[src/design/hbm_pkg.sv]
`default_nettype none
// ----------------------------------------------------------------------------
// hbm_pkg: shared types and constants of the heartbeat monitor
// Item formats, operation codes, sequencer states, the internal control
// structs, and the default settings table for every channel.
// ----------------------------------------------------------------------------
package hbm_pkg;

    localparam int NUM_CHANNELS_DEF = 14;
    localparam int TIME_WIDTH_DEF   = 32;
    localparam int DFLT_ROWS        = 14;

    typedef enum logic [1:0] {
        OP_TICK  = 2'd0,
        OP_BEAT  = 2'd1,
        OP_SCAN  = 2'd2,
        OP_WRITE = 2'd3
    } hbm_op_t;

    typedef struct packed {
        hbm_op_t     op;
        logic [3:0]  channel;
        logic        data_bad;
        logic [15:0] offline_limit;
        logic [15:0] online_limit;
        logic [3:0]  prio_level;
        logic        chan_enable;
    } hbm_req_t;

    typedef struct packed {
        logic        channel_error;
        logic        channel_lost;
        logic [3:0]  top_lost_channel;
        logic        any_lost;
        logic        any_error;
        logic [13:0] lost_mask;
        logic        data_fault_action;
    } hbm_rsp_t;

    typedef enum logic [2:0] {
        ST_IDLE,
        ST_EXEC,
        ST_SCAN_OFF,
        ST_SCAN_ON,
        ST_REPORT
    } hbm_state_t;

    // Comparison performed by the shared elapsed-time unit.
    typedef enum logic {
        CMP_OVER,
        CMP_UNDER
    } hbm_cmp_mode_t;

    // Update commands from the sequencer to the channel table.
    typedef struct packed {
        logic beat;
        logic cfg_wr;
        logic off_hit;
        logic on_chk;
        logic on_hit;
    } hbm_tbl_cmd_t;

    // Per-channel status bits as read from the table.
    typedef struct packed {
        logic enabled;
        logic err;
        logic lost;
        logic bad;
    } hbm_flags_t;

    // Sequencer controls toward the top level.
    typedef struct packed {
        logic tick;
        logic out_load;
        logic chan_valid;
        logic fault;
    } hbm_seq_ctl_t;

    localparam logic [15:0] DFLT_OFFLINE [DFLT_ROWS] = '{
        16'd30, 16'd10, 16'd10, 16'd10, 16'd10, 16'd2, 16'd2,
        16'd10, 16'd2, 16'd5, 16'd40, 16'd100, 16'd10, 16'd100
    };

    localparam logic [15:0] DFLT_ONLINE [DFLT_ROWS] = '{
        16'd40, 16'd10, 16'd10, 16'd10, 16'd10, 16'd3, 16'd3,
        16'd10, 16'd3, 16'd5, 16'd200, 16'd100, 16'd10, 16'd100
    };

    localparam logic [3:0] DFLT_PRIO [DFLT_ROWS] = '{
        4'd15, 4'd11, 4'd10, 4'd9, 4'd8, 4'd14, 4'd13,
        4'd12, 4'd7, 4'd7, 4'd7, 4'd5, 4'd7, 4'd1
    };

    // Channels past the end of the table take its last row.
    function automatic int unsigned dflt_row(int unsigned ch);
        return (ch < DFLT_ROWS) ? ch : DFLT_ROWS - 1;
    endfunction

    function automatic logic [15:0] dflt_offline(int unsigned ch);
        return DFLT_OFFLINE[dflt_row(ch)];
    endfunction

    function automatic logic [15:0] dflt_online(int unsigned ch);
        return DFLT_ONLINE[dflt_row(ch)];
    endfunction

    function automatic logic [3:0] dflt_prio(int unsigned ch);
        return DFLT_PRIO[dflt_row(ch)];
    endfunction

endpackage
`default_nettype wire

[src/design/hbm_elapsed_cmp.sv]
`default_nettype none
// ----------------------------------------------------------------------------
// hbm_elapsed_cmp: shared elapsed-time compare unit
// Subtracts a stored time stamp from the current time, modulo the counter
// width, and compares the result against a 16-bit limit.
// ----------------------------------------------------------------------------
module hbm_elapsed_cmp #(
    parameter int TIME_WIDTH = hbm_pkg::TIME_WIDTH_DEF
) (
    input  wire logic [TIME_WIDTH-1:0] now,
    input  wire logic [TIME_WIDTH-1:0] since,
    input  wire logic [15:0]           limit,
    input  wire hbm_pkg::hbm_cmp_mode_t mode,
    output logic                       hit
);

    logic [TIME_WIDTH-1:0] elapsed;
    logic [TIME_WIDTH-1:0] limit_ext;

    assign elapsed   = now - since;
    assign limit_ext = TIME_WIDTH'(limit);

    always_comb
    begin
        case (mode)
            hbm_pkg::CMP_OVER:  hit = (elapsed > limit_ext);
            hbm_pkg::CMP_UNDER: hit = (elapsed < limit_ext);
            default:            hit = 1'b0;
        endcase
    end

endmodule
`default_nettype wire

[src/design/hbm_chan_table.sv]
`default_nettype none
// ----------------------------------------------------------------------------
// hbm_chan_table: per-channel settings and status table
// Holds time stamps, limits, priority and status flags of every channel.
// One address is read and updated per cycle under sequencer commands.
// ----------------------------------------------------------------------------
module hbm_chan_table #(
    parameter int NUM_CHANNELS = hbm_pkg::NUM_CHANNELS_DEF,
    parameter int TIME_WIDTH   = hbm_pkg::TIME_WIDTH_DEF,
    parameter int CH_W         = 4
) (
    input  wire logic                  clk,
    input  wire logic                  rst_n,
    input  wire logic [CH_W-1:0]       addr,
    input  wire logic [TIME_WIDTH-1:0] now,
    input  wire hbm_pkg::hbm_tbl_cmd_t cmd,
    input  wire hbm_pkg::hbm_req_t     item,
    output logic [TIME_WIDTH-1:0]      last_beat,
    output logic [TIME_WIDTH-1:0]      settle_start,
    output logic [15:0]                offline_limit,
    output logic [15:0]                online_limit,
    output logic [3:0]                 prio,
    output hbm_pkg::hbm_flags_t        flags
);

    logic [TIME_WIDTH-1:0] last_beat_reg [NUM_CHANNELS];
    logic [TIME_WIDTH-1:0] settle_reg    [NUM_CHANNELS];
    logic [15:0]           offline_reg   [NUM_CHANNELS];
    logic [15:0]           online_reg    [NUM_CHANNELS];
    logic [3:0]            prio_reg      [NUM_CHANNELS];
    logic [NUM_CHANNELS-1:0] enabled_reg;
    logic [NUM_CHANNELS-1:0] err_reg;
    logic [NUM_CHANNELS-1:0] lost_reg;
    logic [NUM_CHANNELS-1:0] bad_reg;

    always_ff @(posedge clk or negedge rst_n)
    begin
        if (!rst_n)
        begin
            for (int i = 0; i < NUM_CHANNELS; i++)
            begin
                last_beat_reg[i] <= '0;
                settle_reg[i]    <= '0;
                offline_reg[i]   <= hbm_pkg::dflt_offline(i);
                online_reg[i]    <= hbm_pkg::dflt_online(i);
                prio_reg[i]      <= hbm_pkg::dflt_prio(i);
            end
            enabled_reg <= '1;
            err_reg     <= '1;
            lost_reg    <= '1;
            bad_reg     <= '1;
        end
        else
        begin
            if (cmd.beat)
            begin
                last_beat_reg[addr] <= now;
                // A lost channel that speaks again starts its settling window.
                if (lost_reg[addr])
                begin
                    lost_reg[addr]   <= 1'b0;
                    settle_reg[addr] <= now;
                end
                if (item.data_bad)
                begin
                    err_reg[addr] <= 1'b1;
                    bad_reg[addr] <= 1'b1;
                end
                else
                begin
                    bad_reg[addr] <= 1'b0;
                end
            end
            if (cmd.cfg_wr)
            begin
                offline_reg[addr] <= item.offline_limit;
                online_reg[addr]  <= item.online_limit;
                prio_reg[addr]    <= item.prio_level;
                enabled_reg[addr] <= item.chan_enable;
            end
            // An offline channel already in error keeps its lost flag as is.
            if (cmd.off_hit && !err_reg[addr])
            begin
                lost_reg[addr] <= 1'b1;
                err_reg[addr]  <= 1'b1;
            end
            if (cmd.on_chk)
            begin
                lost_reg[addr] <= 1'b0;
                err_reg[addr]  <= cmd.on_hit | bad_reg[addr];
            end
        end
    end

    assign last_beat     = last_beat_reg[addr];
    assign settle_start  = settle_reg[addr];
    assign offline_limit = offline_reg[addr];
    assign online_limit  = online_reg[addr];
    assign prio          = prio_reg[addr];
    assign flags.enabled = enabled_reg[addr];
    assign flags.err     = err_reg[addr];
    assign flags.lost    = lost_reg[addr];
    assign flags.bad     = bad_reg[addr];

endmodule
`default_nettype wire

[src/design/hbm_seq.sv]
`default_nettype none
// ----------------------------------------------------------------------------
// hbm_seq: operation sequencer of the heartbeat monitor
// Takes one item at a time, issues table updates, walks the channels during
// a scan with the shared compare unit, and keeps the scan summary.
// ----------------------------------------------------------------------------
module hbm_seq #(
    parameter int NUM_CHANNELS = hbm_pkg::NUM_CHANNELS_DEF,
    parameter int TIME_WIDTH   = hbm_pkg::TIME_WIDTH_DEF,
    parameter int CH_W         = 4,
    parameter int TOP_W        = 4
) (
    input  wire logic                   clk,
    input  wire logic                   rst_n,
    input  wire logic                   req_valid,
    output logic                        req_ready,
    input  wire hbm_pkg::hbm_req_t      req,
    input  wire logic                   out_free,
    input  wire hbm_pkg::hbm_flags_t    flags,
    input  wire logic [3:0]             prio,
    input  wire logic [TIME_WIDTH-1:0]  last_beat,
    input  wire logic [TIME_WIDTH-1:0]  settle_start,
    input  wire logic [15:0]            offline_limit,
    input  wire logic [15:0]            online_limit,
    input  wire logic                   cmp_hit,
    output logic [TIME_WIDTH-1:0]       cmp_since,
    output logic [15:0]                 cmp_limit,
    output hbm_pkg::hbm_cmp_mode_t      cmp_mode,
    output logic [CH_W-1:0]             tbl_addr,
    output hbm_pkg::hbm_tbl_cmd_t       tbl_cmd,
    output hbm_pkg::hbm_req_t           item,
    output hbm_pkg::hbm_seq_ctl_t       ctl,
    output logic [TOP_W-1:0]            sum_top,
    output logic                        sum_any,
    output logic [NUM_CHANNELS-1:0]     sum_mask
);

    localparam logic [TOP_W-1:0] NONE_CODE = TOP_W'(NUM_CHANNELS);
    localparam logic [CH_W-1:0]  LAST_IDX  = CH_W'(NUM_CHANNELS - 1);

    hbm_pkg::hbm_state_t     state_reg, state_next;
    hbm_pkg::hbm_req_t       item_reg;
    logic [CH_W-1:0]         idx_reg;
    logic [3:0]              best_reg;
    logic [TOP_W-1:0]        sum_top_reg;
    logic                    sum_any_reg;
    logic [NUM_CHANNELS-1:0] sum_mask_reg;

    logic            accept;
    logic            chan_valid;
    logic [CH_W-1:0] chan_addr;
    logic            last_idx;
    logic            off_found;
    logic            advance;

    assign accept     = req_valid & req_ready;
    assign chan_valid = (32'(item_reg.channel) < 32'(NUM_CHANNELS));
    assign chan_addr  = chan_valid ? CH_W'(item_reg.channel) : '0;
    assign last_idx   = (idx_reg == LAST_IDX);
    assign off_found  = (state_reg == hbm_pkg::ST_SCAN_OFF) & flags.enabled & cmp_hit;
    // A channel is done after its offline check when it is skipped or offline.
    assign advance    = ((state_reg == hbm_pkg::ST_SCAN_OFF) & (!flags.enabled | cmp_hit))
                      | (state_reg == hbm_pkg::ST_SCAN_ON);

    always_comb
    begin
        state_next = state_reg;
        case (state_reg)
            hbm_pkg::ST_IDLE:
            begin
                if (req_valid)
                    state_next = hbm_pkg::ST_EXEC;
            end
            hbm_pkg::ST_EXEC:
            begin
                if (item_reg.op == hbm_pkg::OP_SCAN)
                    state_next = hbm_pkg::ST_SCAN_OFF;
                else
                    state_next = hbm_pkg::ST_REPORT;
            end
            hbm_pkg::ST_SCAN_OFF:
            begin
                if (flags.enabled && !cmp_hit)
                    state_next = hbm_pkg::ST_SCAN_ON;
                else if (last_idx)
                    state_next = hbm_pkg::ST_REPORT;
            end
            hbm_pkg::ST_SCAN_ON:
            begin
                if (last_idx)
                    state_next = hbm_pkg::ST_REPORT;
                else
                    state_next = hbm_pkg::ST_SCAN_OFF;
            end
            hbm_pkg::ST_REPORT:
            begin
                if (out_free)
                    state_next = hbm_pkg::ST_IDLE;
            end
            default: state_next = hbm_pkg::ST_IDLE;
        endcase
    end

    always_comb
    begin
        req_ready      = 1'b0;
        tbl_cmd        = '0;
        tbl_addr       = chan_addr;
        cmp_mode       = hbm_pkg::CMP_OVER;
        cmp_since      = last_beat;
        cmp_limit      = offline_limit;
        ctl.tick       = 1'b0;
        ctl.out_load   = 1'b0;
        ctl.chan_valid = chan_valid;
        ctl.fault      = (item_reg.op == hbm_pkg::OP_BEAT) & chan_valid & item_reg.data_bad;
        case (state_reg)
            hbm_pkg::ST_IDLE:
            begin
                req_ready = 1'b1;
            end
            hbm_pkg::ST_EXEC:
            begin
                case (item_reg.op)
                    hbm_pkg::OP_TICK:  ctl.tick       = 1'b1;
                    hbm_pkg::OP_BEAT:  tbl_cmd.beat   = chan_valid;
                    hbm_pkg::OP_WRITE: tbl_cmd.cfg_wr = chan_valid;
                    default:           tbl_cmd        = '0;
                endcase
            end
            hbm_pkg::ST_SCAN_OFF:
            begin
                tbl_addr        = idx_reg;
                tbl_cmd.off_hit = off_found;
            end
            hbm_pkg::ST_SCAN_ON:
            begin
                tbl_addr       = idx_reg;
                cmp_mode       = hbm_pkg::CMP_UNDER;
                cmp_since      = settle_start;
                cmp_limit      = online_limit;
                tbl_cmd.on_chk = 1'b1;
                tbl_cmd.on_hit = cmp_hit;
            end
            hbm_pkg::ST_REPORT:
            begin
                ctl.out_load = out_free;
            end
            default: req_ready = 1'b0;
        endcase
    end

    always_ff @(posedge clk or negedge rst_n)
    begin
        if (!rst_n)
            state_reg <= hbm_pkg::ST_IDLE;
        else
            state_reg <= state_next;
    end

    always_ff @(posedge clk)
    begin
        if (accept)
            item_reg <= req;
    end

    always_ff @(posedge clk or negedge rst_n)
    begin
        if (!rst_n)
        begin
            idx_reg      <= '0;
            best_reg     <= '0;
            sum_top_reg  <= NONE_CODE;
            sum_any_reg  <= 1'b0;
            sum_mask_reg <= '0;
        end
        else if (state_reg == hbm_pkg::ST_EXEC && item_reg.op == hbm_pkg::OP_SCAN)
        begin
            // The summary is rebuilt in place; every result loaded after the walk reports it.
            idx_reg      <= '0;
            best_reg     <= '0;
            sum_top_reg  <= NONE_CODE;
            sum_any_reg  <= 1'b0;
            sum_mask_reg <= '0;
        end
        else
        begin
            if (off_found)
            begin
                if (prio > best_reg)
                begin
                    best_reg    <= prio;
                    sum_top_reg <= TOP_W'(idx_reg);
                end
                sum_any_reg  <= 1'b1;
                sum_mask_reg <= sum_mask_reg | (NUM_CHANNELS'(1) << idx_reg);
            end
            if (advance)
                idx_reg <= idx_reg + CH_W'(1);
        end
    end

    assign item     = item_reg;
    assign sum_top  = sum_top_reg;
    assign sum_any  = sum_any_reg;
    assign sum_mask = sum_mask_reg;

`ifndef SYNTH
    a_idx_in_range: assert property (@(posedge clk) disable iff (!rst_n)
        (state_reg == hbm_pkg::ST_SCAN_OFF || state_reg == hbm_pkg::ST_SCAN_ON)
        |-> (32'(idx_reg) < 32'(NUM_CHANNELS)))
        else $error("scan index beyond the last channel");

    a_accept_starts: assert property (@(posedge clk) disable iff (!rst_n)
        accept |=> (state_reg == hbm_pkg::ST_EXEC))
        else $error("accepted item did not start execution");

    a_any_matches_mask: assert property (@(posedge clk) disable iff (!rst_n)
        (state_reg == hbm_pkg::ST_IDLE) |-> (sum_any_reg == (sum_mask_reg != '0)))
        else $error("scan summary flag disagrees with mask");

    a_top_in_mask: assert property (@(posedge clk) disable iff (!rst_n)
        (state_reg == hbm_pkg::ST_IDLE && sum_top_reg != NONE_CODE)
        |-> ((sum_mask_reg & (NUM_CHANNELS'(1) << sum_top_reg)) != '0))
        else $error("top lost channel is not in the lost mask");

    a_report_once: assert property (@(posedge clk) disable iff (!rst_n)
        ctl.out_load |=> (state_reg == hbm_pkg::ST_IDLE))
        else $error("result loaded without returning to idle");
`endif

endmodule
`default_nettype wire

[src/design/multi_channel_heartbeat_monitor.sv]
`default_nettype none
// ----------------------------------------------------------------------------
// multi_channel_heartbeat_monitor: heartbeat watchdog over many channels
// Keeps a time counter and a channel table; handles ticks, heartbeats,
// settings writes and scans, and returns one result per item.
// ----------------------------------------------------------------------------
//  Channel | Direction | Handshake            | Payload
//  req     | in        | req_valid/req_ready  | hbm_req_t (op, channel, limits)
//  rsp     | out       | rsp_valid/rsp_ready  | hbm_rsp_t (flags, scan summary)
//
// Tick, heartbeat and settings items pass from the execute state to the
// report state before their result loads; a scan walks the channels in
// between: the one elapsed-time compare unit checks each enabled channel's
// offline limit, then, if it is not offline, its settling window.
// Reset is asynchronous and loads the default settings table at once.
// The next item is taken in the cycle after a result loads, even while it waits
// in the output register; a stalled result holds the sequencer before it
// loads the following one.
// ----------------------------------------------------------------------------
module multi_channel_heartbeat_monitor #(
    parameter int NUM_CHANNELS = hbm_pkg::NUM_CHANNELS_DEF,
    parameter int TIME_WIDTH   = hbm_pkg::TIME_WIDTH_DEF
) (
    input  wire logic              clk,
    input  wire logic              rst_n,
    input  wire logic              req_valid,
    output logic                   req_ready,
    input  wire hbm_pkg::hbm_req_t req,
    output logic                   rsp_valid,
    input  wire logic              rsp_ready,
    output hbm_pkg::hbm_rsp_t      rsp
);

    localparam int CH_W  = (NUM_CHANNELS > 1) ? $clog2(NUM_CHANNELS) : 1;
    localparam int TOP_W = $clog2(NUM_CHANNELS + 1);

    logic [TIME_WIDTH-1:0]   now_reg;
    logic                    rsp_valid_reg;
    hbm_pkg::hbm_rsp_t       rsp_reg;

    logic                    out_free;
    hbm_pkg::hbm_flags_t     flags;
    logic [3:0]              prio;
    logic [TIME_WIDTH-1:0]   last_beat;
    logic [TIME_WIDTH-1:0]   settle_start;
    logic [15:0]             offline_limit;
    logic [15:0]             online_limit;
    logic                    cmp_hit;
    logic [TIME_WIDTH-1:0]   cmp_since;
    logic [15:0]             cmp_limit;
    hbm_pkg::hbm_cmp_mode_t  cmp_mode;
    logic [CH_W-1:0]         tbl_addr;
    hbm_pkg::hbm_tbl_cmd_t   tbl_cmd;
    hbm_pkg::hbm_req_t       item;
    hbm_pkg::hbm_seq_ctl_t   ctl;
    logic [TOP_W-1:0]        sum_top;
    logic                    sum_any;
    logic [NUM_CHANNELS-1:0] sum_mask;

    assign out_free = !rsp_valid_reg || rsp_ready;

    hbm_seq #(
        .NUM_CHANNELS (NUM_CHANNELS),
        .TIME_WIDTH   (TIME_WIDTH),
        .CH_W         (CH_W),
        .TOP_W        (TOP_W)
    ) u_seq (
        .clk           (clk),
        .rst_n         (rst_n),
        .req_valid     (req_valid),
        .req_ready     (req_ready),
        .req           (req),
        .out_free      (out_free),
        .flags         (flags),
        .prio          (prio),
        .last_beat     (last_beat),
        .settle_start  (settle_start),
        .offline_limit (offline_limit),
        .online_limit  (online_limit),
        .cmp_hit       (cmp_hit),
        .cmp_since     (cmp_since),
        .cmp_limit     (cmp_limit),
        .cmp_mode      (cmp_mode),
        .tbl_addr      (tbl_addr),
        .tbl_cmd       (tbl_cmd),
        .item          (item),
        .ctl           (ctl),
        .sum_top       (sum_top),
        .sum_any       (sum_any),
        .sum_mask      (sum_mask)
    );

    hbm_chan_table #(
        .NUM_CHANNELS (NUM_CHANNELS),
        .TIME_WIDTH   (TIME_WIDTH),
        .CH_W         (CH_W)
    ) u_table (
        .clk           (clk),
        .rst_n         (rst_n),
        .addr          (tbl_addr),
        .now           (now_reg),
        .cmd           (tbl_cmd),
        .item          (item),
        .last_beat     (last_beat),
        .settle_start  (settle_start),
        .offline_limit (offline_limit),
        .online_limit  (online_limit),
        .prio          (prio),
        .flags         (flags)
    );

    hbm_elapsed_cmp #(
        .TIME_WIDTH (TIME_WIDTH)
    ) u_cmp (
        .now   (now_reg),
        .since (cmp_since),
        .limit (cmp_limit),
        .mode  (cmp_mode),
        .hit   (cmp_hit)
    );

    always_ff @(posedge clk or negedge rst_n)
    begin
        if (!rst_n)
            now_reg <= '0;
        else if (ctl.tick)
            now_reg <= now_reg + TIME_WIDTH'(1);
    end

    always_ff @(posedge clk or negedge rst_n)
    begin
        if (!rst_n)
            rsp_valid_reg <= 1'b0;
        else if (ctl.out_load)
            rsp_valid_reg <= 1'b1;
        else if (rsp_ready)
            rsp_valid_reg <= 1'b0;
    end

    always_ff @(posedge clk)
    begin
        if (ctl.out_load)
        begin
            rsp_reg.channel_error     <= ctl.chan_valid & flags.err;
            rsp_reg.channel_lost      <= ctl.chan_valid & flags.lost;
            rsp_reg.top_lost_channel  <= 4'(sum_top);
            rsp_reg.any_lost          <= sum_any;
            rsp_reg.any_error         <= sum_any;
            rsp_reg.lost_mask         <= 14'(sum_mask);
            rsp_reg.data_fault_action <= ctl.fault;
        end
    end

    assign rsp_valid = rsp_valid_reg;
    assign rsp       = rsp_reg;

endmodule
`default_nettype wire
[config.mk]
export PLATFORM = sky130hd
export DESIGN_NAME = multi_channel_heartbeat_monitor
export DESIGN_NICKNAME = d
export VERILOG_FILES = /design/src/design/hbm_pkg.sv /design/src/design/hbm_elapsed_cmp.sv /design/src/design/hbm_chan_table.sv /design/src/design/hbm_seq.sv /design/src/design/multi_channel_heartbeat_monitor.sv
export SDC_FILE = /design/constraint.sdc
export NUM_CORES = 2
export LEC_CHECK = 0
export ABC_AREA = 1
export BUFFER_PORTS_ARGS = -buffer_cell sky130_fd_sc_hd__buf_2
export CAP_MARGIN = 5
export CELL_PAD_IN_SITES_DETAIL_PLACEMENT = 1
export CELL_PAD_IN_SITES_GLOBAL_PLACEMENT = 1
export CORE_UTILIZATION = 49
export CTS_CLUSTER_SIZE = 10
export DETAILED_ROUTE_END_ITERATION = 10
export GPL_TIMING_DRIVEN = 0
export PLACE_DENSITY_LB_ADDON = 0.3
export SYNTH_ARGS = -nofsm -noshare
export SYNTH_HDL_FRONTEND = slang
export SYNTH_SLANG_ARGS = --single-unit
[constraint.sdc]
create_clock -name clk -period 6.6 [get_ports clk]
set_input_delay 1.32 -clock clk [delete_from_list [all_inputs] [get_ports clk]]
set_output_delay 1.32 -clock clk [all_outputs]
set_load 0.005 [all_outputs]
==> metrics.md <==
| Metric | Value |
|---|---|
| Status | `complete, but fails checks` |
| Failing checks | `capacitance limit, slew limit, setup timing` |
| Die height | `378 µm` |
| Unique cell type count in the Yosys netlist | `56` |
| Port buffer count | `72` |
| CTS tree | `done` |
| Peak supply drop | `0.000286 V` |
| Worst Hold Class | `in2async` |
| Sequential cell area | `40200 µm²` |
| First-pass GRT wire length | `500000 µm` |
| CP arrival | `7.55 ns` |
| Starting Density | `0.496` |
| Drt drc | `0` |
| Setup TNS | `-5.69 ns` |
| Multi-input logic area | `27300 µm²` |
| # hold bufs at CTS | `0` |
| Via count | `68900` |
| CTS Buf Count | `180` |
| # clock sinks | `1585` |
| Final ANT Viol Nets | `0` |
| Seq/Total Area, Yosys | `0.580` |
| Detail-routed via count per cell | `6.97` |
| Worst slew pin tran | `1.68 ns` |
| Syn Inst Count | `7565` |
| Largest family of logic cells by synthesized area | `compound AO/OA/AOI/OAI gates` |
| Final Setup Violations | `57` |
| DRT Pass-1 Iters | `9` |
| Worst Path Max Fanout | `10` |
| Crit path kind | `reg2reg` |
| Reg clk slew, reported paths | `0.06 ns` |
| Reg2reg setup slack | `-0.18 ns` |
| Hold Vio Cnt, Final | `0` |
| R2r endpoint | `u_table.err_reg[0]` |
| Hold slack | `0.305 ns` |
| Core footprint | `140000 µm²` |
| Number of global-route vias before repair | `68200` |
| Largest net degree at the start of global routing | `165` |
| Fill cells | `15800` |
| Total Routed Length | `360000 µm` |
| Die Area | `143000 µm²` |
| Syn avg cell area | `9.16 µm²` |
| Leakage power | `34.0 nW` |
| Share of layout cells above drive strength 1 | `0.125` |
| Synthesized Nets | `7672` |
| DR WL/cell | `36.4 µm` |
| Clock buffer depth | `3` |
| Root Driver | `clkbuf_16` |
| R2r startpoint | `u_seq.state_reg[0]` |
| Later-pin clock latency in the skew report | `0.87 ns` |
| Mux contribution to synthesized area | `0` |
| H-tree Lvls | `4` |
| Post-DP HPWL | `248000 µm` |
| Post-synthesis simple-gate area fraction | `0.138` |
| Antenna violations before repair | `37` |
| Nets | `7983` |
| Yosys warns | `0` |
| Post-synth top flop | `dfrtp_1` |
| Minimum clock period | `6.78 ns` |
| Normalized max-slew margin | `-0.123` |
| Max-slew violations | `24` |
| Placer Congestion | `1.07` |
| Synth Area in XOR/XNOR | `0.00594` |
| #FFs+latches synth | `1585` |
| Final worst slack | `-0.181 ns` |
| Gr usage total | `0.499` |
| Fraction of registers with async set/reset | `0.958` |
| Period utilization | `1.03` |
| Clock Skews | `0.0254 ns` |
| EDFF count, synth | `66` |
| Mapped cell area | `69300 µm²` |
| Compound-Gate Fraction of Synth Area | `0.213` |
| Iter 0 DRT Violations | `10700` |
| P&R area growth vs syn | `17.0%` |
| Rows | `137` |
| Max Cap Violations | `3` |
| Commonest non-fill, non-tap cell in the layout | `nand2_1` |
| Most frequent cells in the layout | `nand2_1, o21ai_0, dfrtp_1` |
| Fmax | `0.147 GHz` |
| Remaining global-route overflow | `0` |
| Adder-cell share of the synthesized area | `0.0108` |
| Die W | `378 µm` |
| Power Density | `441 nW/µm²` |
| CP required | `7.37 ns` |
| Top-Level Pins | `73` |
| Register-to-Register Path Depth | `25` |
| Crit. End Element | `register` |
| Critical Path Start Type | `register` |
per-stage QoR:
step / setup WS, ns / instance area, µm² / power [mW] / std cells / utilization
finish: -0.181 / 81100 / 35.8 / 9886 / 0.580
global route: -0.247 / 81000 / 36.2 / 9853 / 0.579
CTS: 0.00218 / 80100 / 34.1 / 9832 / 0.572
detailed placement: -3.01 / 72700 / 23.8 / 9541 / 0.519
global placement: -29.37 / 72000 / 23.2 / 9513 / 0.515
floorplan: 1.53 / 69300 / 17.8 / 7565 / -
repair_timing:
| action | in CTS | in global routing |
|---|---|---|
| buffers inserted | 13 | 18 |
| pin swaps | 30 | 53 |
| gates resized for setup | 664 | 205 |
| setup endpoints to repair | 58 | 58 |
| cloned | 0 | 1 |
synth_stat cells (56+ instances only):
cell type | n | share of area
o21ai_0 | 1434 | 0.10
ha_1 | 58 | 0.010
nor3_1 | 61 | 0.0044
buf_1 | 56 | 0.0030
o22ai_1 | 98 | 0.0088
dfrtp_1 | 1365 | 0.49
edfxtp_1 | 66 | 0.029
nand3_1 | 118 | 0.0085
nand2_1 | 1959 | 0.11
buf_2 | 91 | 0.0066
inv_1 | 256 | 0.014
a22oi_1 | 396 | 0.043
dfstp_2 | 154 | 0.058
nor2_1 | 213 | 0.012
a21oi_1 | 261 | 0.019
clkbuf_1 | 496 | 0.027
critical path, cell delays in order (launching register included):
cell and delay, ns:
dfrtp_1 0.44, inv_1 0.14, nor3_4 0.10, inv_1 0.13, clkbuf_2 0.43, buf_2 0.58, clkbuf_1 0.72, o22ai_1 0.26
ha_1 0.30, fa_1 0.52, nor2_1 0.17, o21ai_0 0.11, nand2_2 0.13, xor2_1 0.56, ha_1 0.27, a21oi_1 0.06
o21ai_0 0.21, nand2_1 0.13, o2111ai_4 0.14, nand2_2 0.14, nand4_1 0.25, nand2_2 0.14, nand2_4 0.19, buf_6 0.16
nand4_1 0.16, a21oi_1 0.22
area by class of cell:
cell class / instances / share of cell area
clock buffer: 265 / 0.0607
antenna: 36 / 0.00111
sequential: 1585 / 0.496
inverter: 279 / 0.0131
timing repair buffer: 133 / 0.0148
buffer: 645 / 0.0460
tap: 1876 / 0.0289
clock inverter: 15 / 0.00333
multi-input combinational: 5052 / 0.336
power breakdown:
group | leakage (nW) | switching (mW) | internal (mW)
combinational | 10.4 | 10.0 | 3.70
sequential | 21.1 | 1.01 | 11.6
clock | 2.50 | 4.26 | 5.17
cell families (layout without fill, tap and decap cells):
kind of cell               after synthesis  count (layout)
adders and majority gates               59              59
and+or+nand+nor                       2422            2422
buffers and inverters                  928            1337
xor gates and xnor gates                47              47
DFF                                   1585            1585
other                                    0              36
AOI/OAI and AO/OA                     2524            2524
routing by layer:
layer / vias to the layer above / wire length, µm / part of all wire / track usage
li1: 26600 / - / - / -
met3: 1606 / 57400 / 0.16 / 0.264
met4: 42 / 29500 / 0.082 / 0.348
met2: 5652 / 144000 / 0.40 / 0.666
met1: 35000 / 128000 / 0.35 / 0.612
met5: - / 826 / 0.0023 / 0.0192
worst max path at each step:
stage / startpoint / end / slack (ns) / cells after the start
detailed placement: u_seq.state_reg[1] / u_table.err_reg[7] / -3.01 / 32
global placement: rst_n / u_table.last_beat_reg[272] / -29.37 / 1
CTS: u_seq.item[41] / u_seq.idx_reg[2] / 0.002 / 33
floorplan: u_seq.state_reg[2] / u_seq.sum_top[0] / 1.53 / 36
global route: u_seq.state_reg[1] / u_seq.idx_reg[3] / -0.25 / 34
finish: u_seq.state_reg[0] / u_table.err_reg[0] / -0.18 / 25
No activity file was read; power rests on OpenSTA's default activity.
